File: src/rtl/pis_pkg.sv
// shared types and constants for the pixel intensity stretch block
// no dependencies; imported by every module of the block except pis_table_ram
package pis_pkg;

  // field widths fixed by the item formats
  localparam int SAMPLE_W   = 32;
  localparam int INDEX_W    = 10;
  localparam int ENTRY_W    = 16;
  localparam int GAIN_W     = 16;
  localparam int CHAN_W     = 8;
  localparam int COUNT_W    = 32;
  localparam int NUM_CHAN   = 3;

  // configuration port geometry: registers at 8-byte spacing
  localparam int PADDR_W    = 6;
  localparam int PDATA_W    = 64;
  localparam int REG_LSB    = 3;

  // fractional bits dropped at each step
  localparam int SCALE_FRAC = 16;
  localparam int PLAIN_SHIFT   = 28;
  localparam int STRETCH_SHIFT = 18;

  // scaled value and product widths
  localparam int PROD_W     = 2 * SAMPLE_W;
  localparam int VAL_W      = PROD_W - SCALE_FRAC;
  localparam int VLOW_W     = PLAIN_SHIFT + CHAN_W;
  localparam int MUL_W      = VLOW_W + GAIN_W;

  localparam logic [CHAN_W-1:0] CHAN_MAX  = 8'd255;
  localparam logic [CHAN_W-1:0] CHAN_ZERO = 8'd0;

  // item kinds
  localparam logic KIND_PIXEL = 1'b0;
  localparam logic KIND_TABLE = 1'b1;

  // null handling modes
  localparam logic [1:0] NULL_MATCH = 2'd1;
  localparam logic [1:0] NULL_NAN   = 2'd2;

  // register map
  typedef enum logic [2:0] {
    REG_OFFSET     = 3'd0,
    REG_SCALE      = 3'd1,
    REG_NULL_VALUE = 3'd2,
    REG_NULL_MODE  = 3'd3,
    REG_WINDOW     = 3'd4,
    REG_GAINS      = 3'd5,
    REG_STRETCH    = 3'd6
  } reg_index_t;

  // reset values of the registers
  localparam logic [31:0] SCALE_RESET = 32'h0001_0000;
  localparam logic [47:0] GAINS_RESET = 48'h1000_1000_1000;

  typedef struct packed {
    logic                       kind;
    logic signed [SAMPLE_W-1:0] pixel_value;
    logic                       is_nan;
    logic [INDEX_W-1:0]         table_index;
    logic [ENTRY_W-1:0]         table_value;
  } item_t;

  typedef struct packed {
    logic [CHAN_W-1:0]  red;
    logic [CHAN_W-1:0]  green;
    logic [CHAN_W-1:0]  blue;
    logic [CHAN_W-1:0]  alpha;
    logic [COUNT_W-1:0] null_count;
    logic [COUNT_W-1:0] low_count;
    logic [COUNT_W-1:0] high_count;
  } result_t;

  typedef struct packed {
    logic signed [SAMPLE_W-1:0] offset;
    logic [SAMPLE_W-1:0]        scale;
    logic signed [SAMPLE_W-1:0] null_value;
    logic [1:0]                 null_mode;
    logic [2*SAMPLE_W-1:0]      valid_window;
    logic [NUM_CHAN*GAIN_W-1:0] channel_gains;
    logic                       stretch_enable;
  } cfg_t;

  // counter bump requests from the pipeline
  typedef struct packed {
    logic null_hit;
    logic below_hit;
    logic above_hit;
  } count_bump_t;

endpackage

File: src/rtl/pis_cfg.sv
// configuration register file behind the apb-style port
// depends on pis_pkg for the register map and cfg_t
module pis_cfg (
  input  logic                        clk,
  input  logic                        rst,
  input  logic                        psel,
  input  logic                        penable,
  input  logic                        pwrite,
  input  logic [pis_pkg::PADDR_W-1:0] paddr,
  input  logic [pis_pkg::PDATA_W-1:0] pwdata,
  output logic [pis_pkg::PDATA_W-1:0] prdata,
  output logic                        pready,
  output pis_pkg::cfg_t               cfg
);
  import pis_pkg::*;

  reg_index_t sel;
  logic       wr;

  assign pready = 1'b1;
  assign sel    = reg_index_t'(paddr[PADDR_W-1:REG_LSB]);
  assign wr     = psel & penable & pwrite & pready;

  // register writes
  always_ff @(posedge clk) begin
    if (rst) begin
      cfg.offset         <= '0;
      cfg.scale          <= SCALE_RESET;
      cfg.null_value     <= '0;
      cfg.null_mode      <= '0;
      cfg.valid_window   <= '0;
      cfg.channel_gains  <= GAINS_RESET;
      cfg.stretch_enable <= 1'b0;
    end else if (wr) begin
      case (sel)
        REG_OFFSET:     cfg.offset         <= signed'(pwdata[SAMPLE_W-1:0]);
        REG_SCALE:      cfg.scale          <= pwdata[SAMPLE_W-1:0];
        REG_NULL_VALUE: cfg.null_value     <= signed'(pwdata[SAMPLE_W-1:0]);
        REG_NULL_MODE:  cfg.null_mode      <= pwdata[1:0];
        REG_WINDOW:     cfg.valid_window   <= pwdata;
        REG_GAINS:      cfg.channel_gains  <= pwdata[NUM_CHAN*GAIN_W-1:0];
        REG_STRETCH:    cfg.stretch_enable <= pwdata[0];
        default: ;
      endcase
    end
  end

  // read mux
  always_comb begin
    case (sel)
      REG_OFFSET:     prdata = {32'd0, unsigned'(cfg.offset)};
      REG_SCALE:      prdata = {32'd0, cfg.scale};
      REG_NULL_VALUE: prdata = {32'd0, unsigned'(cfg.null_value)};
      REG_NULL_MODE:  prdata = {62'd0, cfg.null_mode};
      REG_WINDOW:     prdata = cfg.valid_window;
      REG_GAINS:      prdata = {16'd0, cfg.channel_gains};
      REG_STRETCH:    prdata = {63'd0, cfg.stretch_enable};
      default:        prdata = '0;
    endcase
  end

endmodule

File: config.mk
export PLATFORM = sky130hd
export DESIGN_NAME = pis_cfg
export DESIGN_NICKNAME = d
export VERILOG_FILES = /design/src/rtl/pis_pkg.sv /design/src/rtl/pis_cfg.sv
export SDC_FILE = /design/constraint.sdc
export NUM_CORES = 1
export LEC_CHECK = 0
export BUFFER_PORTS_ARGS = -buffer_cell sky130_fd_sc_hd__buf_2
export CORE_MARGIN = 3
export CORE_UTILIZATION = 50
export CTS_CLUSTER_SIZE = 12
export DETAILED_ROUTE_END_ITERATION = 12
export PLACE_DENSITY_LB_ADDON = 0.1
export SLEW_MARGIN = 20
export SYNTH_ARGS = -nofsm -noshare
export SYNTH_HDL_FRONTEND = slang
export SYNTH_SLANG_ARGS = --single-unit
File: constraint.sdc
create_clock -name clk -period 1.4 [get_ports clk]
set_clock_uncertainty 0.1 [all_clocks]
set_input_delay 0.07 -clock clk [delete_from_list [all_inputs] [get_ports clk]]
set_output_delay 0.07 -clock clk [all_outputs]
set_load 0.005 [all_outputs]
### Word level (Yosys, flattened, before mapping)

Index checks and enable logic that the tools add are counted.

| operators by class | value |
|---|---|
| equality and inequality tests | 6 |
| muxes and demuxes | 1 |
| bitwise logic cells | 2 |
| reduce and logical (&&, ||, !) cells | 8 |

Operators by type and width:

| operator | number |
|---|---|
| $pmux 64 s7 | 1 |
| $reduce_and 2->1 | 7 |
| $eq 3x3->1 const B | 3 |
| $eq 3x2->1 const B | 2 |
| $eq 3x1->1 const B | 1 |
| $logic_not 3->1 | 1 |
| $and 1x1->1 | 2 |

| storage, ports and cells | value |
|---|---|
| flip-flop bits (word level) | 211 |
| bits of input ports | 75 |
| output and inout port bits | 276 |
| logic and storage cells | 24 |

### Depth between registers and ports, before layout

| depth | value |
|---|---|
| word-level depth | 3 |
| gate-level depth with buffers | 7 |
| mapped depth without buffers | 3 |

### Least setup slack after synthesis

Ideal clock, no wire load.

| timing | value |
|---|---|
| path type | in2out |
| start | in paddr[5] (netlist bit) |
| end | out prdata[48] (netlist bit) |
| data arrival time | 1.029 ns |
| data required time | 1.230 ns |
| setup slack | 0.201 ns |
| stages | 7 |
| path buffers | 4 |
| path through | buf_4 > nand2b_1 > buf_2 > buf_6 > nor2_4 > clkbuf_1 > and2_1 |

| between the ends | value |
|---|---|
| cells in the longest elaborated chain, start to end | 2 |
| elaborated cells between the ends (all ways) | 8 |
| classes of those cells | eq/ne (6); mux (1); reduce/logical (1) |

Ends and longest elaborated chain:

| element | line | RTL |
|---|---|---|
| start, declared | pis_cfg.sv:9 | `input logic [pis_pkg::PADDR_W-1:0] paddr,` |
| $eq 3x3->1 (tied with other cells) | pis_cfg.sv:50 | `case (sel)` |
| $pmux 64 s7 (*) | pis_cfg.sv:50 |  |
| end, declared | pis_cfg.sv:11 | `output logic [pis_pkg::PDATA_W-1:0] prdata,` |

Mark *: on every way between the ends. The rest lies on a longest branch, timed or not.

### Final worst setup path

| timing | value |
|---|---|
| start | reg cfg[113] (netlist bit) |
| end | out prdata[0] (netlist bit) |

| between the ends | value |
|---|---|
| cells in the longest elaborated chain, start to end | 1 |

Ends and longest elaborated chain:

| element | line | RTL |
|---|---|---|
| start, declared | pis_cfg.sv:13 | `output pis_pkg::cfg_t cfg` |
| $pmux 64 s7 | pis_cfg.sv:50 |  |

Every way passes these cells.

==> summary.txt <==
Floorplanning
  • Die Footprint: 21500 sq um
  • Initial Util: 51.9%
  • Die width: 147 um
  • I/O pin cnt: 351
  • Die span in y: 147 um
  • Row count: 50
  • Core area: 19100 sq um

Clock network
  • Cell at the root of the clock tree: clkbuf_16
  • Num CTS Buffers: 23
  • Clock buffer depth: 3
  • CTS tree: built
  • Worst-skew pair later-pin latency: 0.49 ns
  • Depth of the CTS H-tree: 1
  • Sink Count: 211
  • Worst-path clk slew: 0.06 ns

Run status
  • Failing checks: setup timing
  • Status: finished, violations left

Worst hold path
  • Hold Crit Class: input pin to flip-flop

Route
  • # DRC: 0
  • Routed Antenna Nets: 0
  • Drt wl/cell: 19.5 um
  • Vias per cell: 5.82
  • First-pass DRT Iterations: 6
  • Final wirelength: 35700 um
  • DR vias: 10646
  • DR iter-0 viols: 753

Cells and area
  • Ant. Diodes: 0
  • Biggest register: cfg
  • Top flop regs: cfg x211
  • Synthesis-to-finish area growth: 43.8%
  • End-of-flow core utilization: 74.6%
  • Nets@finish: 1632
  • Number of flip-flops in the largest register: 211
  • Layout cells sized above 1: 40.1%
  • Final non-filler cell total: 1830
  • Fillers: 1419

Synthesis
  • Seq cells post-synth: 211
  • EDFF count, synth: 0
  • Synth Cell Area: 9900 sq um
  • Top cells by area, synth: dfxtp_1 43%, mux2i_1 8.8%, a21oi_1 7.3%
  • Yosys top cell area share: 42.7%
  • Synth cell count leaders: 211 x dfxtp_1, 144 x a21oi_1, 143 x nand3_1
  • Ys Warns: 0
  • Synthesized area per cell: 8.71 sq um
  • Register area share after synthesis: 42.7%
  • Synth unique cells: 38
  • Post-synth ARST share: 0%
  • Count leader, synth: dfxtp_1
  • Gate Count Post-Synth: 1137
  • Dominant cell type by area after synthesis: dfxtp_1
  • Synth Net Count: 1212
  • Ys flop type: dfxtp_1

Place
  • Placer Congestion: 0.826
  • Pre-CTS WS: -0.0793 ns
  • Placed insts: 1691
  • Post-DP HPWL: 22900 um
  • IO Port Bufs: 346

Timing
  • RSZ-0062 raised after global routing: yes
  • Setup TNS after final layout: -6.81 ns
  • Final-report max-slew violation count: 0
  • Final WS setup: -0.268 ns
  • Final count of hold timing violations: 0
  • Final setup viols: 32
  • Fmax: 0.600 GHz
  • Post-route minimum period: 1.67 ns
  • Tcrit/Tclk final: 119%

Power
  • P per Cell Area: 933 nW/um^2
  • Clk pwr share: 43.6%
  • Logic pwr share: 10.6%
  • Sequential Power Share: 45.8%
  • Net load switching power: 3.17 mW
  • Max IR drop VDD: 802 uV
  • Switching share of power: 23.9%
  • Int Power: 10.1 mW
  • Leakage power total: 6.26 nW

GRT
  • First-pass GRT wire length: 55400 um
  • GRT Resource Usage Total: 31.1%
  • Vias in the first global route: 10093
  • Antenna violations before repair: 0
  • Gr ovfl total: 0
  • Pin count of the biggest net entering global routing: 54

Critical path
  • CP required: 1.23 ns
  • Maximum fanout along the worst path: 3
  • CP arrival: 1.50 ns
  • Setup Crit Path Kind: flip-flop to output port
  • Startpoint types: flip-flop
  • CP endpoint kind: output port

Run
  • MaxCap Viol Count: 0
per-layer routing:
layer	vias to the layer above	global-route usage, %	wire length (um)
li1	4940	-	-
met1	5056	40.1	13900
met2	560	52.5	17300
met3	90	5.71	3330
met4	0	10.9	1120
met5	-	0	0
stage by stage:
stage / area (sq um) / total power [mW] / hold slack (ns)
4_1_cts: 14100 / 13.3 / 0.0326
6_report: 14200 / 13.3 / 0.0416
2_1_floorplan: 9900 / 6.82 / 0.0879
3_3_place_gp: 12300 / 7.40 / 0.217
5_1_grt: 14200 / 13.7 / 0.0432
3_5_place_dp: 12300 / 7.41 / 0.229
path summary, 6_finish.rpt:
kind                            depth (start not counted)        end     start  slack, ns
worst min-delay path                                    4   cfg[179]  paddr[5]       0.04
worst min register to register                          2   cfg[180]  cfg[180]       0.38
worst max register to register                          3    cfg[13]   cfg[13]       0.36
worst max-delay path                                    4  prdata[0]  cfg[113]      -0.27
critical path, stage by stage (launching register included):
cell and delay, ns:
dfxtp_2 0.33, mux2i_1 0.07, o221a_2 0.27, a221oi_2 0.18
buf_2 0.16
cell type report:
type / count / area [sq um] / area share [%]
clock buffer: 34 / 667 / 4.68
multi-input combinational: 799 / 5280 / 37.1
timing repair buffer: 522 / 3620 / 25.4
tap: 260 / 325 / 2.29
sequential: 211 / 4300 / 30.2
clock inverter: 4 / 45.0 / 0.316
power groups by stage:
stage	Combinational, mW	Clock (mW)	Sequential (mW)
2_1_floorplan	0.609	0	6.21
3_3_place_gp	1.18	0	6.22
3_5_place_dp	1.19	0	6.22
4_1_cts	1.37	5.86	6.08
5_1_grt	1.49	6.09	6.09
6_report	1.41	5.79	6.09
logic make-up after synthesis:
family,count (synthesis),synth area share [%]
buf+inv,127,6.70
compound gates,387,21.8
other cells,1,0.0379
simple gates,294,16.6
mux,117,12.2
flops,211,42.7
timing repair:
action                                  4_1_cts  5_1_grt
endpoints found under the setup margin       32       56
gates resized for setup                      88       24
cloned                                        0        0
hold endpoints to repair                    211        0
hold buffers                                 65        0
setup buffers                                30        6
pin swaps                                    37       19
cells in the final DEF (no fill, tap or decap), types with 24 or more instances in the layout:
| master | count |
|---|---|
| nand3_1 | 143 |
| dfxtp_1 | 149 |
| a21oi_1 | 144 |
| buf_12 | 31 |
| a22oi_2 | 25 |
| o21ai_0 | 139 |
| dlygate4sd3_1 | 65 |
| nand2b_1 | 96 |
| dfxtp_2 | 62 |
| mux2i_1 | 87 |
| buf_4 | 80 |
| o22ai_1 | 24 |
| a22oi_1 | 33 |
| buf_2 | 343 |
Power figures use the tool's default switching activity.
