<file path="src/rtl/pis_pkg.sv">
// shared types and constants for the pixel intensity stretch block
// no dependencies; imported by every module of the block except pis_table_ram
package pis_pkg;

  // field widths fixed by the item formats
  localparam int SAMPLE_W   = 32;
  localparam int INDEX_W    = 10;
  localparam int ENTRY_W    = 16;
  localparam int GAIN_W     = 16;
  localparam int CHAN_W     = 8;
  localparam int COUNT_W    = 32;
  localparam int NUM_CHAN   = 3;

  // configuration port geometry: registers at 8-byte spacing
  localparam int PADDR_W    = 6;
  localparam int PDATA_W    = 64;
  localparam int REG_LSB    = 3;

  // fractional bits dropped at each step
  localparam int SCALE_FRAC = 16;
  localparam int PLAIN_SHIFT   = 28;
  localparam int STRETCH_SHIFT = 18;

  // scaled value and product widths
  localparam int PROD_W     = 2 * SAMPLE_W;
  localparam int VAL_W      = PROD_W - SCALE_FRAC;
  localparam int VLOW_W     = PLAIN_SHIFT + CHAN_W;
  localparam int MUL_W      = VLOW_W + GAIN_W;

  localparam logic [CHAN_W-1:0] CHAN_MAX  = 8'd255;
  localparam logic [CHAN_W-1:0] CHAN_ZERO = 8'd0;

  // item kinds
  localparam logic KIND_PIXEL = 1'b0;
  localparam logic KIND_TABLE = 1'b1;

  // null handling modes
  localparam logic [1:0] NULL_MATCH = 2'd1;
  localparam logic [1:0] NULL_NAN   = 2'd2;

  // register map
  typedef enum logic [2:0] {
    REG_OFFSET     = 3'd0,
    REG_SCALE      = 3'd1,
    REG_NULL_VALUE = 3'd2,
    REG_NULL_MODE  = 3'd3,
    REG_WINDOW     = 3'd4,
    REG_GAINS      = 3'd5,
    REG_STRETCH    = 3'd6
  } reg_index_t;

  // reset values of the registers
  localparam logic [31:0] SCALE_RESET = 32'h0001_0000;
  localparam logic [47:0] GAINS_RESET = 48'h1000_1000_1000;

  typedef struct packed {
    logic                       kind;
    logic signed [SAMPLE_W-1:0] pixel_value;
    logic                       is_nan;
    logic [INDEX_W-1:0]         table_index;
    logic [ENTRY_W-1:0]         table_value;
  } item_t;

  typedef struct packed {
    logic [CHAN_W-1:0]  red;
    logic [CHAN_W-1:0]  green;
    logic [CHAN_W-1:0]  blue;
    logic [CHAN_W-1:0]  alpha;
    logic [COUNT_W-1:0] null_count;
    logic [COUNT_W-1:0] low_count;
    logic [COUNT_W-1:0] high_count;
  } result_t;

  typedef struct packed {
    logic signed [SAMPLE_W-1:0] offset;
    logic [SAMPLE_W-1:0]        scale;
    logic signed [SAMPLE_W-1:0] null_value;
    logic [1:0]                 null_mode;
    logic [2*SAMPLE_W-1:0]      valid_window;
    logic [NUM_CHAN*GAIN_W-1:0] channel_gains;
    logic                       stretch_enable;
  } cfg_t;

  // counter bump requests from the pipeline
  typedef struct packed {
    logic null_hit;
    logic below_hit;
    logic above_hit;
  } count_bump_t;

endpackage

</file>
<file path="src/rtl/pis_counters.sv">
// saturating null, below and above counters
// depends on pis_pkg for count_bump_t
module pis_counters #(
  parameter int COUNT_BITS = 32
) (
  input  logic                    clk,
  input  logic                    rst,
  input  pis_pkg::count_bump_t    bump,
  output logic [COUNT_BITS-1:0]   null_cnt,
  output logic [COUNT_BITS-1:0]   below_cnt,
  output logic [COUNT_BITS-1:0]   above_cnt
);
  import pis_pkg::*;

  // each counter stops at all ones
  always_ff @(posedge clk) begin
    if (rst) begin
      null_cnt  <= '0;
      below_cnt <= '0;
      above_cnt <= '0;
    end else begin
      if (bump.null_hit && null_cnt != '1) begin
        null_cnt <= null_cnt + 1'b1;
      end
      if (bump.below_hit && below_cnt != '1) begin
        below_cnt <= below_cnt + 1'b1;
      end
      if (bump.above_hit && above_cnt != '1) begin
        above_cnt <= above_cnt + 1'b1;
      end
    end
  end

endmodule

</file>
<file path="config.mk">
export PLATFORM = sky130hd
export DESIGN_NAME = pis_counters
export DESIGN_NICKNAME = d
export VERILOG_FILES = /design/src/rtl/pis_pkg.sv /design/src/rtl/pis_counters.sv
export SDC_FILE = /design/constraint.sdc
export NUM_CORES = 1
export LEC_CHECK = 0
export BUFFER_PORTS_ARGS = -buffer_cell sky130_fd_sc_hd__buf_2
export CORE_MARGIN = 2
export CORE_UTILIZATION = 52
export DETAILED_ROUTE_END_ITERATION = 10
export PLACE_DENSITY = 0.8
export RECOVER_POWER = 50
export SLEW_MARGIN = 40
export SYNTH_ARGS = -nofsm -noshare
export SYNTH_HDL_FRONTEND = slang
export SYNTH_SLANG_ARGS = --single-unit
</file>
<file path="constraint.sdc">
create_clock -name clk -period 3.2 [get_ports clk]
set_input_delay 0.16 -clock clk [delete_from_list [all_inputs] [get_ports clk]]
set_output_delay 0.16 -clock clk [all_outputs]
set_load 0.005 [all_outputs]
</file>
Word-level counts from Yosys, hierarchy flattened
Cells that the tools add are included.
{"block": "totals", "register_bits": 96, "input_bits": 5, "out_inout_bits": 96, "wordCells": 12}
{"block": "classes", "add_sub_neg": 3, "n_eq_ne": 3, "n_reduce_logical": 3}
{"op": "$add A32 B1 Y32 const B", "n": 3}
{"op": "$ne A32 B32 Y1 const B", "n": 3}
{"op": "$logic_and A1 B1 Y1", "n": 3}

Depth between registers and ports, before layout
Gate-level depths: netlist (run 1).
{"block": "depth", "word_depth": 2, "mapped_depth": 8, "depth_no_buf": 6}

Worst setup path before layout (run 1)
Ideal clock, no wire load.
{"block": "synth_timing", "path_kind": "register to register", "startpoint": "reg null_cnt[0]", "endpoint": "reg null_cnt[1]", "setup_time_ps": 128, "arrival_time_ps": 1968, "required_time_ps": 3072, "setup_slack_ps": 1104, "stages_incl_launch_ff": 9, "path_buffers": 2, "synth_period_minus_slack_ps": 2096, "path_cell_list": "dfxtp_1 ha_1 nand2_1 or4_1 buf_4 o31ai_4 buf_6 mux2i_1 nor2_1"}
{"block": "synth_via", "elab_chain_cells": 2, "word_cells_on_any_way": 3, "cone_classes": "1 x add/sub; 1 x eq/ne; 1 x reduce/logical"}
{"item": "start: declaration", "line_no": "pis_counters.sv:9", "source": "output logic [COUNT_BITS-1:0] null_cnt,"}
{"item": "start signal: assignment", "line_no": "pis_counters.sv:23", "source": "null_cnt <= null_cnt + 1'b1;"}
{"item": "parallel branches: the longest is 2 deep, another holds $add A32 B1 Y32"}
Parallel ways; which one is timed is not known.
A chain may end at the register's enable or synchronous reset.

Final worst setup path (run 1)
{"block": "layout_timing", "startpoint": "reg null_cnt[0]", "endpoint": "reg null_cnt[13]"}
The elaborated chain is that of the path after synthesis.

==> results of run 1 <==
[worst paths after layout]
| check | from | endpoint | slack [ns] | cells after the start |
|---|---|---|---|---|
| worst max-delay path | null_cnt[0] | null_cnt[13] | 0.69 | 6 |
| worst min-delay path | bump[0] | above_cnt[2] | 0.17 | 3 |
| worst max register to register | null_cnt[0] | null_cnt[13] | 0.69 | 6 |
| worst min register to register | null_cnt[29] | null_cnt[29] | 0.51 | 2 |
[cells in the mapped netlist, drive strengths merged, types with 6 or more instances]
cell	count
a2111oi	8
a21oi	59
and2	9
and3	12
and4	18
buf	8
clkbuf	25
dfxtp	96
mux2	8
nand2	37
nand3	31
nand4	35
nor2	49
nor2b	8
nor3	11
nor4	10
o21ai	32
o31ai	24
or3	35
or4	24
xnor2	18
xor2	6
[cell usage in the layout (no fill, tap or decap), types with 3 or more instances in the layout]
master,instances
sky130_fd_sc_hd__a2111oi_0,3
sky130_fd_sc_hd__a2111oi_1,4
sky130_fd_sc_hd__a211oi_1,5
sky130_fd_sc_hd__a21oi_1,56
sky130_fd_sc_hd__a21oi_2,3
sky130_fd_sc_hd__and2_1,9
sky130_fd_sc_hd__and3_1,12
sky130_fd_sc_hd__and4_1,18
sky130_fd_sc_hd__buf_2,43
sky130_fd_sc_hd__buf_4,7
sky130_fd_sc_hd__clkbuf_1,55
sky130_fd_sc_hd__clkbuf_8,9
sky130_fd_sc_hd__dfxtp_1,96
sky130_fd_sc_hd__ha_1,3
sky130_fd_sc_hd__inv_1,5
sky130_fd_sc_hd__mux2_2,7
sky130_fd_sc_hd__mux2i_1,3
sky130_fd_sc_hd__nand2_1,37
sky130_fd_sc_hd__nand3_1,31
sky130_fd_sc_hd__nand4_1,34
sky130_fd_sc_hd__nor2_1,49
sky130_fd_sc_hd__nor2b_1,8
sky130_fd_sc_hd__nor3_1,10
sky130_fd_sc_hd__nor4_1,9
sky130_fd_sc_hd__o21ai_0,29
sky130_fd_sc_hd__o21ai_1,3
sky130_fd_sc_hd__o31ai_1,23
sky130_fd_sc_hd__or2_2,3
sky130_fd_sc_hd__or3_1,35
sky130_fd_sc_hd__or4_1,24
sky130_fd_sc_hd__xnor2_1,18
sky130_fd_sc_hd__xor2_1,6
[worst max-delay path, cell delays in order, from the launching register on]
cell and delay, ns:
sky130_fd_sc_hd__dfxtp_1 0.46, sky130_fd_sc_hd__ha_1 0.29, sky130_fd_sc_hd__nand2_1 0.09, sky130_fd_sc_hd__or4_1 0.60
sky130_fd_sc_hd__o31ai_4 0.67, sky130_fd_sc_hd__or4_1 0.23, sky130_fd_sc_hd__a21oi_2 0.06
[sequential cells by signal, summed over array words and instances, names as in the netlist]
register,flops
above_cnt,32
below_cnt,32
null_cnt,32
[per-stage QoR]
stage	instance area, um^2	std cells	util	setup slack (ns)
6_report	5650	817	0.612	0.694
5_1_grt	5650	817	0.612	0.540
4_1_cts	5720	817	0.619	0.707
3_5_place_dp	5540	801	0.600	0.721
3_3_place_gp	5540	801	0.600	0.838
2_1_floorplan	4970	598	-	1.10
[area by class of cell]
class                      instances  area (um^2)  area share
sequential                        96         1920       0.340
timing repair buffer             107          489      0.0865
clock inverter                     7         53.8     0.00952
tap                              129          161      0.0285
multi-input combinational        464         2890       0.510
inverter                           5         18.8     0.00332
clock buffer                       9          124      0.0219
[cells by family (layout without fill, tap and decap cells)]
family	Yosys count	after routing	share of synthesized area
XOR/XNOR	24	24	0.0423
multiplexers	11	11	0.0249
AND/OR/NAND/NOR	285	285	0.326
buffers and inverters	38	128	0.0325
AO/OA/AOI/OAI	141	141	0.180
adder cells (fa/ha/maj)	3	3	0.00756
flip-flops	96	96	0.387
[routing by layer]
layer  vias to the layer above  GRT usage  routed length, um
met1                      2383      0.307               5590
met5                         -          0                  0
met2                       174      0.400               5830
met4                         0     0.0800                167
met3                        14     0.0352                766
li1                       2458          -                  -
[power by group]
group | internal [mW] | total, mW | switching (mW)
sequential | 1.20 | 1.21 | 0.0121
clock | 0.291 | 0.753 | 0.462
combinational | 0.0198 | 0.0642 | 0.0444
total | 1.51 | 2.03 | 0.519
==> run summary, run 1 <==
The flow ran to the end, and the final reports show no timing, DRC or antenna violations. The worst setup path is launched from a register. Counting flops and latches in the post-synthesis netlist gives 96. The fraction of synthesized cell area taken by the top area cell type was 0.387; the largest net degree at the start of global routing was 91. The number of pins with negative max-slew slack in the final report was 0. The main flop type after synthesis was sky130_fd_sc_hd__dfxtp_1. Sequential-to-total area share from yosys stat: 0.387. Leading area contributor after synthesis: sky130_fd_sc_hd__dfxtp_1. The H-tree was split into 3 levels.

The via count of the first global-routing pass was 4393; the critical-path maximum fanout was 16. The run gives 0.560 as the worst slew margin relative to its limit. The period utilization came out at 0.783. The total power per unit cell area is 359 nW/um^2, and the number of setup buffers added after CTS is 0. Between clock sinks in the finished design, the worst skew comes to 0.0124 ns. The final number of hold-violating endpoints is 0, and the mean instance size in the synthesized netlist is 8.31 um^2.

STA classifies the critical path endpoint as a register. The congestion estimate from routability-driven global placement came to 0.825. The total core area was 9240 um^2. The number of design rule violations left after detail routing was 0. During I/O placement, the number of pins put on the boundary was 101. The cell area after synthesis was 4970 um^2. For the number of max-capacitance violations reported, the log shows 0. After routing, the total negative slack on setup checks comes to 0 ns. The tightest hold path in the finished design has a slack of 0.171 ns.

Counting the buffers created by CTS gives 9. By area the synthesized netlist is led by sky130_fd_sc_hd__dfxtp_1, sky130_fd_sc_hd__a21oi_1, sky130_fd_sc_hd__or3_1. The worst setup path category was register to register.

The antenna diode instance count was 0. The tree is rooted in a sky130_fd_sc_hd__clkbuf_8. The required time at the worst-slack endpoint is 3.45 ns, and the worst ir drop on vdd is 0.000172 V. The reported leakage power was 1.81 nW; the die span in x was 102 um.

Wires add up to 12400 um. The clock latency on the worst-skew pair is 0.37 ns, and the number of antenna-violating nets in the routed design is 0. The longest clock path from root to sink contains 2 buffers. In this run, distinct cell masters in the synthesized netlist total 52.

The starting density of the core was 0.538. Clock-pin slew was measured on the worst setup and hold paths at 0.09 ns. The die covers 10400 um^2.

The remaining global-route overflow came out at 0. The routed via count divided by cell count was 6.16; the total power after layout was 2.03 mW. Fill cell instance count of the final layout: 860.

Setup repair after global routing left no endpoint under its margin. The area growth from synthesis to layout is 13.8%. Detailed routing inserted a total of 5029 vias. The tools report the upper clock frequency limit as 399 MHz. TritonCTS built the clock tree. For the number of warnings reported in the yosys synthesis log, the log shows 0. The combined global-route utilization of all metal layers came out at 0.236. The first-pass GRT wire length is 20200 um.

The smallest clock period supported by the final layout is computed as 2.51 ns. Synthesis produced a netlist whose cell count is 598. The number of nets in the layout is 691, and the die extent in y is 102 um. For this design, the CTS-stage hold fixing added 0 buffers. Class of the worst hold path: input pin to register.

Once the clock tree was built, the resizer swapped 0 gates to a different size. The average wire length per cell after detail routing was 15.1 um. The tools report the number of DRC violations after detailed-routing iteration 0 as 213. The number of antenna violations at the first check in global routing was 0; the share of final-layout standard cells stronger than drive strength 1 was 0.126. Setup violations remaining at the end of the flow were counted as 0. The async set-or-reset flop fraction in the synthesized netlist is 0, and the total clock sinks is 96. Once detailed placement completed, the half-perimeter wirelength came to 8760 um. For this run, the detailed router's first-pass iteration total came to 4.

Yosys mapped a number of flops with a built-in enable equal to 0. At the pin with the least slew margin, the transition time is 0.660 ns. The number of nets in the synthesized netlist is 606.

Buffers placed on the I/O ports in this run total 100. The run gives 2.76 ns as the data arrival at the endpoint of the critical path. The site row count came out at 35.
Power figures use the tool's default switching activity.
==> inputs of run 2 (changes only) <==
- ABC_AREA: not set -> 1
- CORE_UTILIZATION: 52 -> 51
- clock period: 3.2 -> 2.2 ns (I/O delays scaled with it)
==> run 2 against run 1 <==
Power grew 73%. Critical path type unchanged. Global-route usage about the same. Largest power group unchanged. Clock power grew 110%. First-iteration DRC count rose by 140%. Setup slack lost 0.40 ns.
==> run summary, run 2 <==
The number of pins with negative max-slew slack in the final report is 0 (unchanged), and the final number of hold-violating endpoints is 0 (unchanged). The tools report the startpoint kind of the worst setup timing path as a register (unchanged). First-pass GRT wire length: 24700 um (was 20200 um). Worst setup path category: register to register (unchanged). The cell count after placement is 1193 (was 801).

Worst slew margin relative to its limit: 0.630 (was 0.560). The run gives 0 (unchanged) as the total of hold buffers inserted after clock tree synthesis. The cell area after synthesis is 5890 um^2 (was 4970 um^2). Number of buffers on the longest clock path: 2 (unchanged).

Cell breakdown of the critical path: ha_1, nand2_2, nor2_4, nand2_2, nor2_4, nand3_4, buf_4, nand2_2, nand2_1, nand2_1, nor2_1 (was ha_1, nand2_1, or4_1, o31ai_4, or4_1, a21oi_2). The die span in x is 111 um (was 102 um), and the number of design rule violations left after detail routing is 0 (unchanged). For the number of warnings reported in the yosys synthesis log, the log shows 0 (unchanged). Setup repair after global routing left no endpoint under its margin. The count of port buffers added during placement was 100 (unchanged).

The average wire length per cell after detail routing came out at 12.3 um (was 15.1 um). The run gives 2.80 nW (was 1.81 nW) as the reported leakage power. The tools report the number of antenna violations at the first check in global routing as 0 (unchanged).

The logic depth of the worst register-to-register path is 11 (was 6). The run gives 39 (was 35) as the site row count. For the final instance area, the log shows 6740 um^2 (was 5650 um^2).

The cell type with the highest occurrence count on the critical path was sky130_fd_sc_hd__nand2_2 (was sky130_fd_sc_hd__or4_1). The run gives 51 (was 91) as the largest net degree at the start of global routing. The run gives 28 (was 52) as the number of library cell types mapped by synthesis. Leading cell type by number of instances after synthesis: sky130_fd_sc_hd__nand2_1 (was sky130_fd_sc_hd__dfxtp_1). The tools report the total power after layout as 3.52 mW (was 2.03 mW). The area of the multi-input gates is 3460 um^2 (was 2890 um^2), and the count of buffer and inverter cells on the critical path is 1 (was 0). The tools report the launch instance of the worst register-to-register path as null_cnt[1] (was null_cnt[0]). Most frequent cells in the layout: sky130_fd_sc_hd__nand2_1, sky130_fd_sc_hd__nor2_1, sky130_fd_sc_hd__dfxtp_1, sky130_fd_sc_hd__nand3_1, sky130_fd_sc_hd__inv_1 (was sky130_fd_sc_hd__dfxtp_1, sky130_fd_sc_hd__a21oi_1, sky130_fd_sc_hd__clkbuf_1, sky130_fd_sc_hd__nor2_1, sky130_fd_sc_hd__buf_2). The main flop type after synthesis is sky130_fd_sc_hd__dfxtp_1 (unchanged).

Area contributors post-synth: sky130_fd_sc_hd__dfxtp_1, sky130_fd_sc_hd__nand2_1, sky130_fd_sc_hd__nor2_1 (was sky130_fd_sc_hd__dfxtp_1, sky130_fd_sc_hd__a21oi_1, sky130_fd_sc_hd__or3_1). The number of max-capacitance violations reported is 0 (unchanged), and the share of final-layout standard cells stronger than drive strength 1 is 0.160 (was 0.126). The total power per unit cell area is 522 nW/um^2 (was 359 nW/um^2). The total clock buffers created by CTS was 9 (unchanged). The required time at the worst-slack endpoint is 2.44 ns (was 3.45 ns). The worst ir drop on vdd is 0.000304 V (was 0.000172 V), and the number of cells in the finished layout apart from fillers is 1209 (was 817).

The tools report the routability-driven placement congestion ratio as 0.929 (was 0.825). The overall routed net length came out at 14800 um (was 12400 um). Total core area: 11400 um^2 (was 9240 um^2). The upper clock frequency limit is 526 MHz (was 399 MHz), and the total setup violations reported at the end of the flow is 0 (unchanged). The boundary pin count is 101 (unchanged), and the largest incremental delay on the critical path is 0.40 ns (was 0.67 ns).

The run gives 1920 um^2 (unchanged) as the flip-flop and latch area. The tools report the number of DRC violations after detailed-routing iteration 0 as 512 (was 213). Remaining global-route overflow: 0 (unchanged). For the number of nets in the layout, the log shows 1069 (was 691). The critical-path cell with the highest stage delay is sky130_fd_sc_hd__dfxtp_1 (was sky130_fd_sc_hd__o31ai_4). The routed via count divided by cell count works out to 5.20 (was 6.16).

The tools report the cell area after placement as 6460 um^2 (was 5540 um^2). The tools report the post-cts resize count as 0 (unchanged). Leading area contributor after synthesis: sky130_fd_sc_hd__dfxtp_1 (unchanged).

The most common library cell in the layout ignoring fill and taps is sky130_fd_sc_hd__nand2_1 (was sky130_fd_sc_hd__dfxtp_1). The count of cell instances traversed by the critical path is 11 (was 6). The total half-perimeter wirelength after legalization and detailed placement was 11000 um (was 8760 um). Via count of the routed design: 6281 (was 5029). The tools report the total negative setup slack as 0 ns (unchanged).

The run gives 1132 (was 860) as the fill cell instance count of the final layout. For the clock latency on the worst-skew pair, the log shows 0.34 ns (was 0.37 ns). The clock-pin slew of the registers on the worst-case setup and hold paths was 0.07 ns (was 0.09 ns). The number of antenna-violating nets in the routed design was 0 (unchanged). The beginning of the critical path is null_cnt[1] (was null_cnt[0]). Cell family contributing the most delay on the critical path: simple AND/OR/NAND/NOR gates (unchanged).

Combined global-route utilization of all metal layers: 0.236 (about the same). The mean instance size in the synthesized netlist came out at 6.09 um^2 (was 8.31 um^2). The sort of element at the end of the critical path is a register (unchanged). Total number of H-tree levels: 3 (unchanged). Class of the worst hold path: input pin to register (unchanged). The data arrival at the endpoint of the critical path is 2.14 ns (was 2.76 ns), and the total clock sinks is 96 (unchanged).

Setup slack on the worst flop-to-flop path: 0.30 ns (was 0.69 ns). Number of cells on the worst hold path: 2 (was 3). Async set-or-reset flop fraction in the synthesized netlist: 0 (unchanged).

For the synthesized netlist cell count, the log shows 967 (was 598). The time the worst path needs with I/O delays and setup is 1.90 ns (was 2.51 ns), and the period utilization is 0.864 (was 0.783). The number of setup buffers added after CTS was 0 (unchanged). The number of synthesized register bits was 96 (unchanged). TritonCTS built the clock tree. The die extent in y was 111 um (was 102 um). The growth of design area from synthesis to finish is 14.3% (was 13.8%).

The startpoint of the lowest-slack hold path was rst (was bump[0]). The detailed-router iteration count before antenna repair is 5 (was 4), and the fraction of synthesized cell area taken by the top area cell type is 0.326 (was 0.387). The flow ran to the end, and the final reports show no timing, DRC or antenna violations. The tools report the clock skew after layout as 0.00439 ns (was 0.0124 ns). The library cell used as clock root buffer was sky130_fd_sc_hd__clkbuf_16 (was sky130_fd_sc_hd__clkbuf_8). The transition at the pin with the smallest max-transition slack was 0.554 ns (was 0.660 ns). The starting density of the core was 0.518 (was 0.538).

Largest registers: above_cnt x32, below_cnt x32, null_cnt x32 (unchanged). For the antenna diode instance count, the log shows 0 (unchanged). The number of enable-type register cells in the synthesized netlist was 0 (unchanged); the sequential-to-total area share from yosys stat was 0.326 (was 0.387).

Commonest cells in the netlist: sky130_fd_sc_hd__nand2_1, sky130_fd_sc_hd__nor2_1, sky130_fd_sc_hd__dfxtp_1, sky130_fd_sc_hd__nand3_1, sky130_fd_sc_hd__inv_1 (was sky130_fd_sc_hd__dfxtp_1, sky130_fd_sc_hd__a21oi_1, sky130_fd_sc_hd__nor2_1, sky130_fd_sc_hd__nand2_1, sky130_fd_sc_hd__or3_1). The run gives 12400 um^2 (was 10400 um^2) as the die area. The total nets after synthesis is 975 (was 606), and the critical-path maximum fanout is 32 (was 16). The via count of the first global-routing pass was 5385 (was 4393).
run 2: area by class of cell:
type,count,share of cell area
clock buffer,13,0.0386
clock inverter,3,0.00594
inverter,87,0.0485
multi-input combinational,757,0.514
sequential,96,0.285
tap,143,0.0266
timing repair buffer,110,0.0812
run 2: path summary, 6_finish.rpt:
kind,to
max,null_cnt[7]
max reg2reg,null_cnt[7]
min,null_cnt[24]
min reg2reg,below_cnt[1]
run 2: cell families (layout without fill, tap and decap cells):
kind of cell             count (synthesis)  count (layout)  share of synthesized area
buffers and inverters                  114             213                     0.0866
AND/OR/NAND/NOR                        674             674                      0.504
adder cells (fa/ha/maj)                  3               3                    0.00637
XOR/XNOR                                 3               3                    0.00446
flip-flops                              96              96                      0.326
AO/OA/AOI/OAI                           77              77                     0.0720
run 2: per-stage QoR:
step	hold WS (ns)	util	setup WS (ns)
floorplan	0.177	-	0.565
global placement	0.379	0.569	0.403
detailed placement	0.374	0.569	0.324
CTS	0.00609	0.595	0.310
global route	0.0231	0.592	0.0633
finish	0.0130	0.592	0.298
run 2: power by group:
group	switching, mW	leakage [nW]	total, mW	internal [mW]
clock	0.666	0.150	1.61	0.941
sequential	0.0179	0.775	1.77	1.75
combinational	0.0902	1.88	0.141	0.0505
total	0.774	2.80	3.52	2.74
run 2: per-layer routing:
metal | part of all wire | vias up | track usage
li1 | - | 3249 | -
met1 | 0.47 | 2813 | 0.312
met2 | 0.46 | 199 | 0.390
met3 | 0.060 | 20 | 0.0381
met4 | 0.016 | 0 | 0.0889
met5 | 0 | - | 0
run 2: worst register-to-register path: cells and delay by family, from the launching register on:
kind                       cells  cell delay (ns)
adders and majority gates      1             0.24
buffers and inverters          1             0.30
DFF                            1             0.40
and+or+nand+nor                9             0.87
